**src/design/phl_pkg.sv**
```systemverilog
// Shared constants, operation codes and interface structs of the pad hit locator.
// No dependencies; every other file of the block but phl_div imports it.
package phl_pkg;

   localparam int PHL_MAX_SIDE = 64;

   localparam int COORD_W    = 24;
   localparam int TRIG_W     = 16;
   localparam int WIDTH_W    = 23;
   localparam int COUNT_W    = 7;
   localparam int POINT_W    = 31;
   localparam int PAD_W      = 12;
   localparam int NUM_PADS   = 4096;
   localparam int Q_SHIFT    = 15;
   localparam int CSR_IDX_W  = 3;
   localparam int CSR_DATA_W = 24;

   localparam logic [1:0] OP_LOCATE   = 2'd0;
   localparam logic [1:0] OP_ACTIVATE = 2'd1;
   localparam logic [1:0] OP_LOOKUP   = 2'd2;
   localparam logic [1:0] OP_CLEAR    = 2'd3;

   localparam logic [CSR_IDX_W-1:0] REG_CENTER_X = 3'd0;
   localparam logic [CSR_IDX_W-1:0] REG_CENTER_Y = 3'd1;
   localparam logic [CSR_IDX_W-1:0] REG_COS_ROT  = 3'd2;
   localparam logic [CSR_IDX_W-1:0] REG_SIN_ROT  = 3'd3;
   localparam logic [CSR_IDX_W-1:0] REG_WIDTH_X  = 3'd4;
   localparam logic [CSR_IDX_W-1:0] REG_WIDTH_Y  = 3'd5;
   localparam logic [CSR_IDX_W-1:0] REG_COLUMNS  = 3'd6;
   localparam logic [CSR_IDX_W-1:0] REG_ROWS     = 3'd7;

   localparam logic [TRIG_W-1:0]  RST_COS_ROT = 16'd32767;
   localparam logic [WIDTH_W-1:0] RST_WIDTH   = 23'd25600;
   localparam logic [COUNT_W-1:0] RST_COUNT   = 7'd1;

   localparam logic [1:0] KIND_READ  = 2'd0;
   localparam logic [1:0] KIND_WRITE = 2'd1;
   localparam logic [1:0] KIND_CLEAR = 2'd2;

   typedef struct packed {
      logic [COORD_W-1:0] center_x;
      logic [COORD_W-1:0] center_y;
      logic [TRIG_W-1:0]  cos_rot;
      logic [TRIG_W-1:0]  sin_rot;
      logic [WIDTH_W-1:0] width_x;
      logic [WIDTH_W-1:0] width_y;
      logic [COUNT_W-1:0] columns;
      logic [COUNT_W-1:0] rows;
   } phl_cfg_type;

   typedef struct packed {
      logic               go;
      logic [1:0]         kind;
      logic [PAD_W-1:0]   addr;
      logic [POINT_W-1:0] point;
   } phl_store_cmd_type;

   typedef struct packed {
      logic               busy;
      logic               done;
      logic               found;
      logic [POINT_W-1:0] point;
   } phl_store_stat_type;

   typedef struct packed {
      logic             done;
      logic             in_sector;
      logic [PAD_W-1:0] chan;
   } phl_geom_res_type;

endpackage

```
**src/design/phl_div.sv**
```systemverilog
// Restoring divider with a bounded quotient: one quotient bit per cycle, MSB first.
// Standalone; used by phl_geom for the column and row index.
module phl_div #(
   parameter int NUM_W = 30,
   parameter int DEN_W = 23,
   parameter int Q_W   = 7
) (
   input  logic             clock,
   input  logic             reset,
   input  logic             start,
   input  logic [NUM_W-1:0] num,
   input  logic [DEN_W-1:0] den,
   output logic             done,
   output logic [Q_W-1:0]   quo
);

   localparam int CW = $clog2(Q_W);

   logic [NUM_W-1:0] rem_ff, rem_in, trial;
   logic [DEN_W-1:0] den_ff, den_in;
   logic [Q_W-1:0]   q_ff, q_in;
   logic [CW-1:0]    cnt_ff, cnt_in;
   logic             run_ff, run_in, done_ff, done_in, ge;

   assign trial = NUM_W'(den_ff) << cnt_ff;
   assign ge    = (rem_ff >= trial);

   always_comb begin
      rem_in  = rem_ff;
      den_in  = den_ff;
      q_in    = q_ff;
      cnt_in  = cnt_ff;
      run_in  = run_ff;
      done_in = 1'b0;
      if (start) begin
         rem_in = num;
         den_in = den;
         q_in   = '0;
         cnt_in = CW'(Q_W - 1);
         run_in = 1'b1;
      end else if (run_ff) begin
         if (ge) begin
            rem_in = rem_ff - trial;
         end
         q_in = {q_ff[Q_W-2:0], ge};
         if (cnt_ff == '0) begin
            run_in  = 1'b0;
            done_in = 1'b1;
         end else begin
            cnt_in = cnt_ff - CW'(1);
         end
      end
   end

   always_ff @(posedge clock) begin
      if (reset) begin
         run_ff  <= 1'b0;
         done_ff <= 1'b0;
      end else begin
         run_ff  <= run_in;
         done_ff <= done_in;
      end
   end

   always_ff @(posedge clock) begin
      rem_ff <= rem_in;
      den_ff <= den_in;
      q_ff   <= q_in;
      cnt_ff <= cnt_in;
   end

   assign done = done_ff;
   assign quo  = q_ff;

endmodule

```
**src/design/phl_geom.sv**
```systemverilog
// Hit geometry: centre offset, Q1.15 rotation on one shared multiplier, bounds check,
// column and row through phl_div, channel number. Depends on phl_pkg and phl_div.
module phl_geom import phl_pkg::*; #(
   parameter int MAX_SIDE = PHL_MAX_SIDE
) (
   input  logic               clock,
   input  logic               reset,
   input  logic               start,
   input  logic [COORD_W-1:0] x_pos,
   input  logic [COORD_W-1:0] y_pos,
   input  phl_cfg_type        cfg,
   output phl_geom_res_type   res
);

   localparam int NW    = $clog2(MAX_SIDE + 1);
   localparam int NUM_W = WIDTH_W + NW;
   localparam int CHW   = 2 * NW + 1;
   localparam int SW    = (CHW > PAD_W) ? CHW : PAD_W;
   localparam int DW    = COORD_W + 1;
   localparam int PW    = DW + TRIG_W;
   localparam int AW    = PW + 1;
   localparam int XW    = AW - Q_SHIFT + 1;
   localparam int XMW   = XW - 1;

   localparam logic [2:0] G_IDLE  = 3'd0;
   localparam logic [2:0] G_MUL   = 3'd1;
   localparam logic [2:0] G_BOUND = 3'd2;
   localparam logic [2:0] G_CHECK = 3'd3;
   localparam logic [2:0] G_DIVX  = 3'd4;
   localparam logic [2:0] G_DIVY  = 3'd5;

   logic [2:0]              st_ff, st_in, step_ff, step_in;
   logic signed [DW-1:0]    dx_ff, dx_in, dy_ff, dy_in, mul_a;
   logic signed [TRIG_W-1:0] mul_b;
   logic signed [PW-1:0]    prod_ff, prod_in;
   logic signed [AW-1:0]    xacc_ff, xacc_in, yacc_ff, yacc_in, prod_ext;
   logic signed [XW-1:0]    xi_ff, xi_in, yi_ff, yi_in;
   logic [WIDTH_W-1:0]      wx_e, wy_e, div_den, div_v;
   logic [NW-1:0]           nc_e, nr_e, col_ff, col_in, q_clamp, clamp_n, div_q, div_n;
   logic                    inside_ok, div_start, div_done;
   logic [NUM_W-1:0]        div_num;
   logic [SW-1:0]           chan_full;
   logic                    done_ff, done_in, inside_ff, inside_in;
   logic [PAD_W-1:0]        chan_ff, chan_in;

   assign wx_e = (cfg.width_x == '0) ? WIDTH_W'(1) : cfg.width_x;
   assign wy_e = (cfg.width_y == '0) ? WIDTH_W'(1) : cfg.width_y;

   always_comb begin
      if (cfg.columns == '0) begin
         nc_e = NW'(1);
      end else if (32'(cfg.columns) > 32'(MAX_SIDE)) begin
         nc_e = NW'(MAX_SIDE);
      end else begin
         nc_e = NW'(cfg.columns);
      end
      if (cfg.rows == '0) begin
         nr_e = NW'(1);
      end else if (32'(cfg.rows) > 32'(MAX_SIDE)) begin
         nr_e = NW'(MAX_SIDE);
      end else begin
         nr_e = NW'(cfg.rows);
      end
   end

   assign mul_a    = (step_ff == 3'd0 || step_ff == 3'd3) ? dx_ff : dy_ff;
   assign mul_b    = (step_ff == 3'd0 || step_ff == 3'd2) ? $signed(cfg.cos_rot)
                                                          : $signed(cfg.sin_rot);
   assign prod_in  = mul_a * mul_b;
   assign prod_ext = {prod_ff[PW-1], prod_ff};

   assign xi_in = {xacc_ff[AW-1], xacc_ff[AW-1:Q_SHIFT]} + XW'(wx_e >> 1);
   assign yi_in = {yacc_ff[AW-1], yacc_ff[AW-1:Q_SHIFT]} + XW'(wy_e >> 1);

   assign inside_ok = !xi_ff[XW-1] && (xi_ff[XW-2:0] <= XMW'(wx_e))
                   && !yi_ff[XW-1] && (yi_ff[XW-2:0] <= XMW'(wy_e));

   assign div_v     = (st_ff == G_CHECK) ? xi_ff[WIDTH_W-1:0] : yi_ff[WIDTH_W-1:0];
   assign div_n     = (st_ff == G_CHECK) ? nc_e : nr_e;
   assign div_num   = NUM_W'(div_v) * NUM_W'(div_n);
   assign div_den   = (st_ff == G_CHECK) ? wx_e : wy_e;
   assign div_start = (st_ff == G_CHECK && inside_ok) || (st_ff == G_DIVX && div_done);

   assign clamp_n   = (st_ff == G_DIVX) ? nc_e : nr_e;
   assign q_clamp   = (div_q >= clamp_n) ? clamp_n - NW'(1) : div_q;
   assign chan_full = SW'(q_clamp) * SW'(nc_e) + SW'(col_ff);

   phl_div #(
      .NUM_W (NUM_W),
      .DEN_W (WIDTH_W),
      .Q_W   (NW)
   ) u_div (
      .clock (clock),
      .reset (reset),
      .start (div_start),
      .num   (div_num),
      .den   (div_den),
      .done  (div_done),
      .quo   (div_q)
   );

   always_comb begin
      st_in     = st_ff;
      step_in   = step_ff;
      dx_in     = dx_ff;
      dy_in     = dy_ff;
      xacc_in   = xacc_ff;
      yacc_in   = yacc_ff;
      col_in    = col_ff;
      done_in   = 1'b0;
      inside_in = inside_ff;
      chan_in   = chan_ff;
      case (st_ff)
         G_IDLE: begin
            if (start) begin
               dx_in   = {x_pos[COORD_W-1], x_pos} - {cfg.center_x[COORD_W-1], cfg.center_x};
               dy_in   = {y_pos[COORD_W-1], y_pos} - {cfg.center_y[COORD_W-1], cfg.center_y};
               step_in = 3'd0;
               st_in   = G_MUL;
            end
         end
         G_MUL: begin
            step_in = step_ff + 3'd1;
            case (step_ff)
               3'd1: xacc_in = prod_ext;
               3'd2: xacc_in = xacc_ff + prod_ext;
               3'd3: yacc_in = prod_ext;
               3'd4: begin
                  yacc_in = yacc_ff - prod_ext;
                  st_in   = G_BOUND;
               end
               default: ;
            endcase
         end
         G_BOUND: st_in = G_CHECK;
         G_CHECK: begin
            if (inside_ok) begin
               st_in = G_DIVX;
            end else begin
               done_in   = 1'b1;
               inside_in = 1'b0;
               chan_in   = '0;
               st_in     = G_IDLE;
            end
         end
         G_DIVX: begin
            if (div_done) begin
               col_in = q_clamp;
               st_in  = G_DIVY;
            end
         end
         G_DIVY: begin
            if (div_done) begin
               chan_in   = chan_full[PAD_W-1:0];
               inside_in = 1'b1;
               done_in   = 1'b1;
               st_in     = G_IDLE;
            end
         end
         default: st_in = G_IDLE;
      endcase
   end

   always_ff @(posedge clock) begin
      if (reset) begin
         st_ff   <= G_IDLE;
         done_ff <= 1'b0;
      end else begin
         st_ff   <= st_in;
         done_ff <= done_in;
      end
   end

   always_ff @(posedge clock) begin
      step_ff   <= step_in;
      dx_ff     <= dx_in;
      dy_ff     <= dy_in;
      prod_ff   <= prod_in;
      xacc_ff   <= xacc_in;
      yacc_ff   <= yacc_in;
      xi_ff     <= (st_ff == G_BOUND) ? xi_in : xi_ff;
      yi_ff     <= (st_ff == G_BOUND) ? yi_in : yi_ff;
      col_ff    <= col_in;
      inside_ff <= inside_in;
      chan_ff   <= chan_in;
   end

   assign res.done      = done_ff;
   assign res.in_sector = inside_ff;
   assign res.chan      = chan_ff;

endmodule

```
**config.mk**
```make
export PLATFORM = sky130hd
export DESIGN_NAME = phl_geom
export DESIGN_NICKNAME = d
export VERILOG_FILES = /design/src/design/phl_pkg.sv /design/src/design/phl_div.sv /design/src/design/phl_geom.sv
export SDC_FILE = /design/constraint.sdc
export NUM_CORES = 2
export LEC_CHECK = 0
export ABC_AREA = 1
export BUFFER_PORTS_ARGS = -buffer_cell sky130_fd_sc_hd__buf_2
export CORE_AREA = 2 2 300 332
export DETAILED_ROUTE_END_ITERATION = 12
export DIE_AREA = 0 0 302 334
export GPL_TIMING_DRIVEN = 0
export PLACE_DENSITY_LB_ADDON = 0.08
export SLEW_MARGIN = 20
export SYNTH_ARGS = -nofsm -noshare
export SYNTH_HDL_FRONTEND = slang
export SYNTH_SLANG_ARGS = --single-unit
```
**constraint.sdc**
```tcl
create_clock -name clock -period 7.1 [get_ports clock]
set_input_delay 0.71 -clock clock [delete_from_list [all_inputs] [get_ports clock]]
set_output_delay 0.71 -clock clock [all_outputs]
set_load 0.02 [all_outputs]
```
==> After elaboration in Yosys (flattened, before gate mapping) <==
Cells that the tools add are included.
Widths: inputs -> output; s select.
{ "totals": {"reg_bits": 323, "out_inout_bits": 14} }
{ "op_classes": {"add_sub_neg": 11, "mul": 3, "magnitude_cmp": 6, "eq_ne": 14, "n_shift": 1, "mux": 39, "bitwise": 2, "reduce_logical": 33} }
{ "op_table": {"columns": ["op", "count"], "rows": [
  ["$pmux 42 s2", 2],
  ["$mux 23", 4],
  ["$mux 30", 3],
  ["$add 27x23->28", 2],
  ["$le 27x23->1", 2],
  ["$sub 24x24->25", 2],
  ["$mux 7", 7],
  ["$logic_not 23->1", 2],
  ["$add 42x41->42", 1],
  ["$sub 42x41->42", 1],
  ["$mul 25x16->41", 1],
  ["$ge 30x30->1", 1],
  ["$mul 23x7->30", 1],
  ["$shl 23x3->30", 1],
  ["$sub 30x30->30", 1],
  ["$mux 25", 1],
  ["$mux 12", 2],
  ["$pmux 12 s2", 1],
  ["$mux 3", 6],
  ["$pmux 3 s6", 1],
  ["$mux 16", 1],
  ["$gt 7x7->1 const B", 2],
  ["$logic_not 7->1", 2],
  ["$reduce_and 2->1", 7],
  ["23 further kinds", 55]
]} }

==> Depth between registers and ports, before layout <==
{ "depth": {"word_depth": 10, "mapped_depth": 36, "depth_no_buf": 35} }

==> By module <==
From an unflattened synthesis, not the netlist that was laid out.
{ "unflattened": {"hier_cells": 6578, "area_unflattened_um2": 48883.1} }
{ "modules_own_cells": {"columns": ["module", "instances", "cells_per_inst", "area_each_um2", "seq_area_each_um2"], "rows": [
  ["phl_geom", 1, 5762, 43545.5, 7297.0],
  ["phl_div", 1, 816, 5337.6, 1831.8]
]} }

==> Worst setup path before layout <==
OpenSTA, ideal clock, no wires.
{ "synth_timing": {"path_kind": "reg2reg", "start": "register step_ff[0]", "end": "register prod_ff[40]", "setup_ns": 0.072, "arrival_time_ns": 6.355, "path_slack_ns": 0.673, "stages_incl_launch_ff": 25, "n_path_buf": 1, "synth_period_minus_slack_ns": 6.427, "path_cell_list": "edfxtp_1 > ha_1 > ha_1 > inv_1 > nand2_1 > o21ai_1 > inv_1 > clkbuf_1 > nor2_1 > fa_1 > fa_1 > fa_1 > fa_1 > fa_1 > fa_1 > ha_1 > nand2_1 > nor2_1 > inv_1 > nor2_1 > inv_1 > nor4_1 > nand4_1 > nand4_1 > xor2_1"} }
{ "synth_between": {"elab_chain_len": 4, "elab_cells_between_ends": 8, "cone_classes": "mul: 1; eq/ne: 2; mux: 2; reduce/logical: 3"} }
{ "synth_rtl": {"columns": ["element", "line_no", "source"], "rows": [
  ["from (decl)", "phl_geom.sv:32", "logic [2:0] st_ff, st_in, step_ff, step_in;"],
  ["from (signal assigned)", "phl_geom.sv:175", "step_ff <= step_in;"],
  ["$eq 3x2->1 (tied with other cells)", "phl_geom.sv:66", "assign mul_a = (step_ff == 3'd0 || step_ff == 3'd3) ? dx_ff : dy_ff;"],
  ["$logic_or 1x1->1 (on tied branches)", "phl_geom.sv:66, phl_geom.sv:67", null],
  ["$mux 25 or $mux 16 (tied branches)", "phl_geom.sv:66, phl_geom.sv:67", null],
  ["$mul 25x16->41 *", "phl_geom.sv:69", "assign prod_in = mul_a * mul_b;"],
  ["net prod_in[40]", "phl_geom.sv:35", "logic signed [PW-1:0] prod_ff, prod_in;"],
  ["to (signal assigned)", "phl_geom.sv:178", "prod_ff <= prod_in;"],
  ["to (decl)", "phl_geom.sv:35", null]
]} }
The timed path passes the listed nets; every way through them passes the cells marked *.
A chain may end at the register's enable or synchronous reset.

==> Worst setup path after layout <==
{ "layout_timing": {"start": "register step_ff[1]", "end": "register prod_ff[37]"} }
The elaborated chain is that of the path after synthesis.

==> metrics.txt <==
share of synthesized registers carrying an async set or reset 0%; Final setup viols 0; HPWL after DPL about 140000 µm; via count roughly 44000; detailed-route wire length per cell about 21 µm; Routed WL 170000 µm; netlist area before placement 48300 µm²; instance count of the mapped netlist 6417; Mean Syn Cell Area 7.53 µm²; Core Rows roughly 120; GRT Overall Usage 33.6%; share of the clock period used by the worst path 98.5%; overflow left after global routing 0; number of antenna violations at the first check in global routing 6; final clock skew roughly 0.022 ns; number of optimization iterations in the first detailed-route pass 7; Maximum Capacitance Violations 0; number of clock buffers inserted by TritonCTS 41; global-route wire length before repair 257000 µm; Ys Warns 0; timing-limited maximum frequency roughly 140 MHz; Area growth syn-to-layout 14.2%; count of state elements after synthesis around 320; Worst Setup SP step_ff[1]; number of top-level pins slightly above 200; gpl congestion 1.05; initial standard-cell utilization of the core about half; Critical Path RT ~7.6 ns; NumNets Final 7933; number of nets produced by synthesis about 7600; CTS Hold Bufs 0; CTS clk-pin slew, worst paths 0.06 ns; Pins Over Slew Limit 0; commonest register cell after synthesis sky130_fd_sc_hd__edfxtp_1; count of buffers from port buffering between 200 and 250; Place WS -1.96 ns; fraction of final layout cells with drive strength greater than 1 10.8%; Std-Cell Core Area 98000 µm²; # DRC 0; number of global-route vias before repair about 44000; hold crit path type in2reg; run status completed; clock sink count roughly 320; violation count after the first detailed-routing iteration 3497; biggest area contributors in the synthesized netlist sky130_fd_sc_hd__fa_1 (22%), sky130_fd_sc_hd__edfxtp_1 (17%), sky130_fd_sc_hd__ha_1 (11%); root buffer selected by CTS sky130_fd_sc_hd__clkbuf_16; pin count of the biggest net entering global routing 33; Final Hold Fails 0; largest area contributor in the synthesized netlist sky130_fd_sc_hd__fa_1; die boundary height about 330 µm; setup repair after global routing missed its margin yes; transition at the pin with the smallest max-transition slack 1.04 ns; fraction of synthesized cell area taken by the top area cell type between 20% and 30%; clock tree from TritonCTS built; post-synthesis sequential area ratio between 10% and 20%; die area 101000 µm²; final worst-path setup slack 0.107 ns; buffers from clock root to sink, at most 3; final worst path period need 6.99 ns; element type at the critical path start flip-flop; arrival time worst endpoint 7.47 ns; sum of negative setup slack 0 ns; routed via count divided by cell count ~5.5; remaining max-slew budget at the tightest pin 30.1%; biggest fanout along the worst timing path 10; distinct cell type count of the synthesized netlist 58; H-tree level count 2; Final Core Density between 50 and 60%; EDFF count, synth 266; category of the worst setup path capture point flip-flop; residual antenna-violating net count after detailed routing 0; critical hold path startpoint reset; insertion delay to the later sink of the worst-skew pair 0.60 ns; category of the most critical setup path reg2reg; width of the die 302 µm; Worst R2R Start step_ff[1]
==> cell families (layout without fill, tap and decap cells) <==
family	after synthesis	in the layout	share of synthesized area, %
DFF	323	323	18.9
muxes	3	3	0.0622
and+or+nand+nor	2468	2468	20.8
AOI/OAI and AO/OA	1019	1019	11.8
buffers and inverters	1420	1808	11.2
adders and majority gates	969	969	33.3
other	0	4	0
xor gates and xnor gates	215	215	3.90
==> Yosys cell counts, types with 11 or more instances <==
cell and number:
sky130_fd_sc_hd__a21oi_1 354, sky130_fd_sc_hd__nand3_1 216, sky130_fd_sc_hd__ha_1 440, sky130_fd_sc_hd__nand3b_1 12, sky130_fd_sc_hd__o21ai_0 285, sky130_fd_sc_hd__nand2_1 1398, sky130_fd_sc_hd__nor3_1 45, sky130_fd_sc_hd__nor2_1 652
sky130_fd_sc_hd__edfxtp_1 266, sky130_fd_sc_hd__buf_2 43, sky130_fd_sc_hd__a31oi_1 49, sky130_fd_sc_hd__inv_2 44, sky130_fd_sc_hd__or2_1 25, sky130_fd_sc_hd__xor2_1 136, sky130_fd_sc_hd__o21ai_1 141, sky130_fd_sc_hd__o21ai_2 38
sky130_fd_sc_hd__inv_1 1218, sky130_fd_sc_hd__o211ai_1 11, sky130_fd_sc_hd__a21o_1 36, sky130_fd_sc_hd__nor4_1 32, sky130_fd_sc_hd__o21bai_1 39, sky130_fd_sc_hd__nand4_1 61, sky130_fd_sc_hd__fa_1 529, sky130_fd_sc_hd__o21a_1 27
sky130_fd_sc_hd__clkbuf_1 103, sky130_fd_sc_hd__dfxtp_1 57, sky130_fd_sc_hd__xnor2_1 79
==> worst max-delay path, stage by stage (launching register included) <==
cell	delay, ns
sky130_fd_sc_hd__edfxtp_1	0.48
sky130_fd_sc_hd__ha_2	0.25
sky130_fd_sc_hd__ha_1	0.19
sky130_fd_sc_hd__inv_2	0.09
sky130_fd_sc_hd__nand2_8	0.09
sky130_fd_sc_hd__buf_12	0.15
sky130_fd_sc_hd__buf_8	0.15
sky130_fd_sc_hd__o21ai_4	0.33
sky130_fd_sc_hd__buf_8	0.18
sky130_fd_sc_hd__buf_4	0.17
sky130_fd_sc_hd__buf_4	0.13
sky130_fd_sc_hd__nand2_1	0.06
sky130_fd_sc_hd__fa_1	0.49
sky130_fd_sc_hd__inv_1	0.06
sky130_fd_sc_hd__fa_1	0.45
sky130_fd_sc_hd__fa_1	0.54
sky130_fd_sc_hd__fa_1	0.45
sky130_fd_sc_hd__fa_1	0.53
sky130_fd_sc_hd__fa_1	0.45
sky130_fd_sc_hd__ha_2	0.38
sky130_fd_sc_hd__inv_1	0.16
sky130_fd_sc_hd__o21bai_1	0.12
sky130_fd_sc_hd__a31oi_1	0.23
sky130_fd_sc_hd__o21ai_0	0.11
sky130_fd_sc_hd__a31oi_1	0.29
sky130_fd_sc_hd__nand3_1	0.15
sky130_fd_sc_hd__xor2_1	0.17
==> flip-flops by register name, summed over array words and instances (netlist names), 23 cells and up <==
| signal | count |
|---|---|
| dx_ff | 25 |
| dy_ff | 25 |
| prod_ff | 41 |
| u_div.den_ff | 23 |
| u_div.rem_ff | 30 |
| xacc_ff | 42 |
| xi_ff | 28 |
| yacc_ff | 42 |
| yi_ff | 28 |
==> metal layers <==
layer	share of wire (%)	GRT usage [%]	vias to the layer above
met5	0.017	0	-
met4	5.8	15.9	4
met3	6.8	4.59	411
met2	47	56.1	1639
met1	41	42.9	21400
li1	-	-	21100
==> metrics by stage <==
step                instance area (µm²)  hold WS (ns)  std cells
floorplan                         48300         0.459       6417
global placement                  50900         0.484       7910
detailed placement                51200         0.481       7921
CTS                               53900         0.359       8038
global route                      55200         0.385       8100
finish                            55200         0.388       8100
==> cell usage in the layout (no fill, tap or decap), drive strengths merged, types with 49 or more instances in the layout <==
cell | synthesis | final
a21oi | 356 | 356
xnor2 | 79 | 79
fa | 529 | 529
o21ai | 464 | 464
buf | 54 | 374
nor2 | 656 | 656
nand2 | 1404 | 1404
a31oi | 49 | 49
clkbuf | 103 | 143
xor2 | 136 | 136
nand3 | 219 | 219
ha | 440 | 440
dfxtp | 57 | 57
inv | 1262 | 1268
nand4 | 62 | 62
edfxtp | 266 | 266
==> path summary, 6_finish.rpt <==
kind	end	slack (ns)	cells after the start
min reg2reg	u_div.quo[0]	0.49	2
max	prod_ff[37]	0.11	26
min	st_ff[2]	0.39	2
max reg2reg	prod_ff[37]	0.11	26
==> final cells by class <==
cell class | count | area (µm²)
fill | 9510 | 42800
multi-input combinational | 4674 | 34900
sequential | 323 | 9130
inverter | 1263 | 4820
timing repair buffer | 314 | 2230
tap | 1291 | 1620
clock buffer | 47 | 1120
buffer | 156 | 956
clock inverter | 28 | 377
antenna | 4 | 10.0
==> what timing repair did <==
action / CTS / global route
pin swaps: 21 / 51
endpoints found under the setup margin: 32 / 24
setup buffers: 43 / 54
gates cloned: 0 / 4
gates resized for setup: 198 / 210
Power is not shown: default switching activity piles up to over one toggle a cycle in this logic, so the estimate is an artifact.
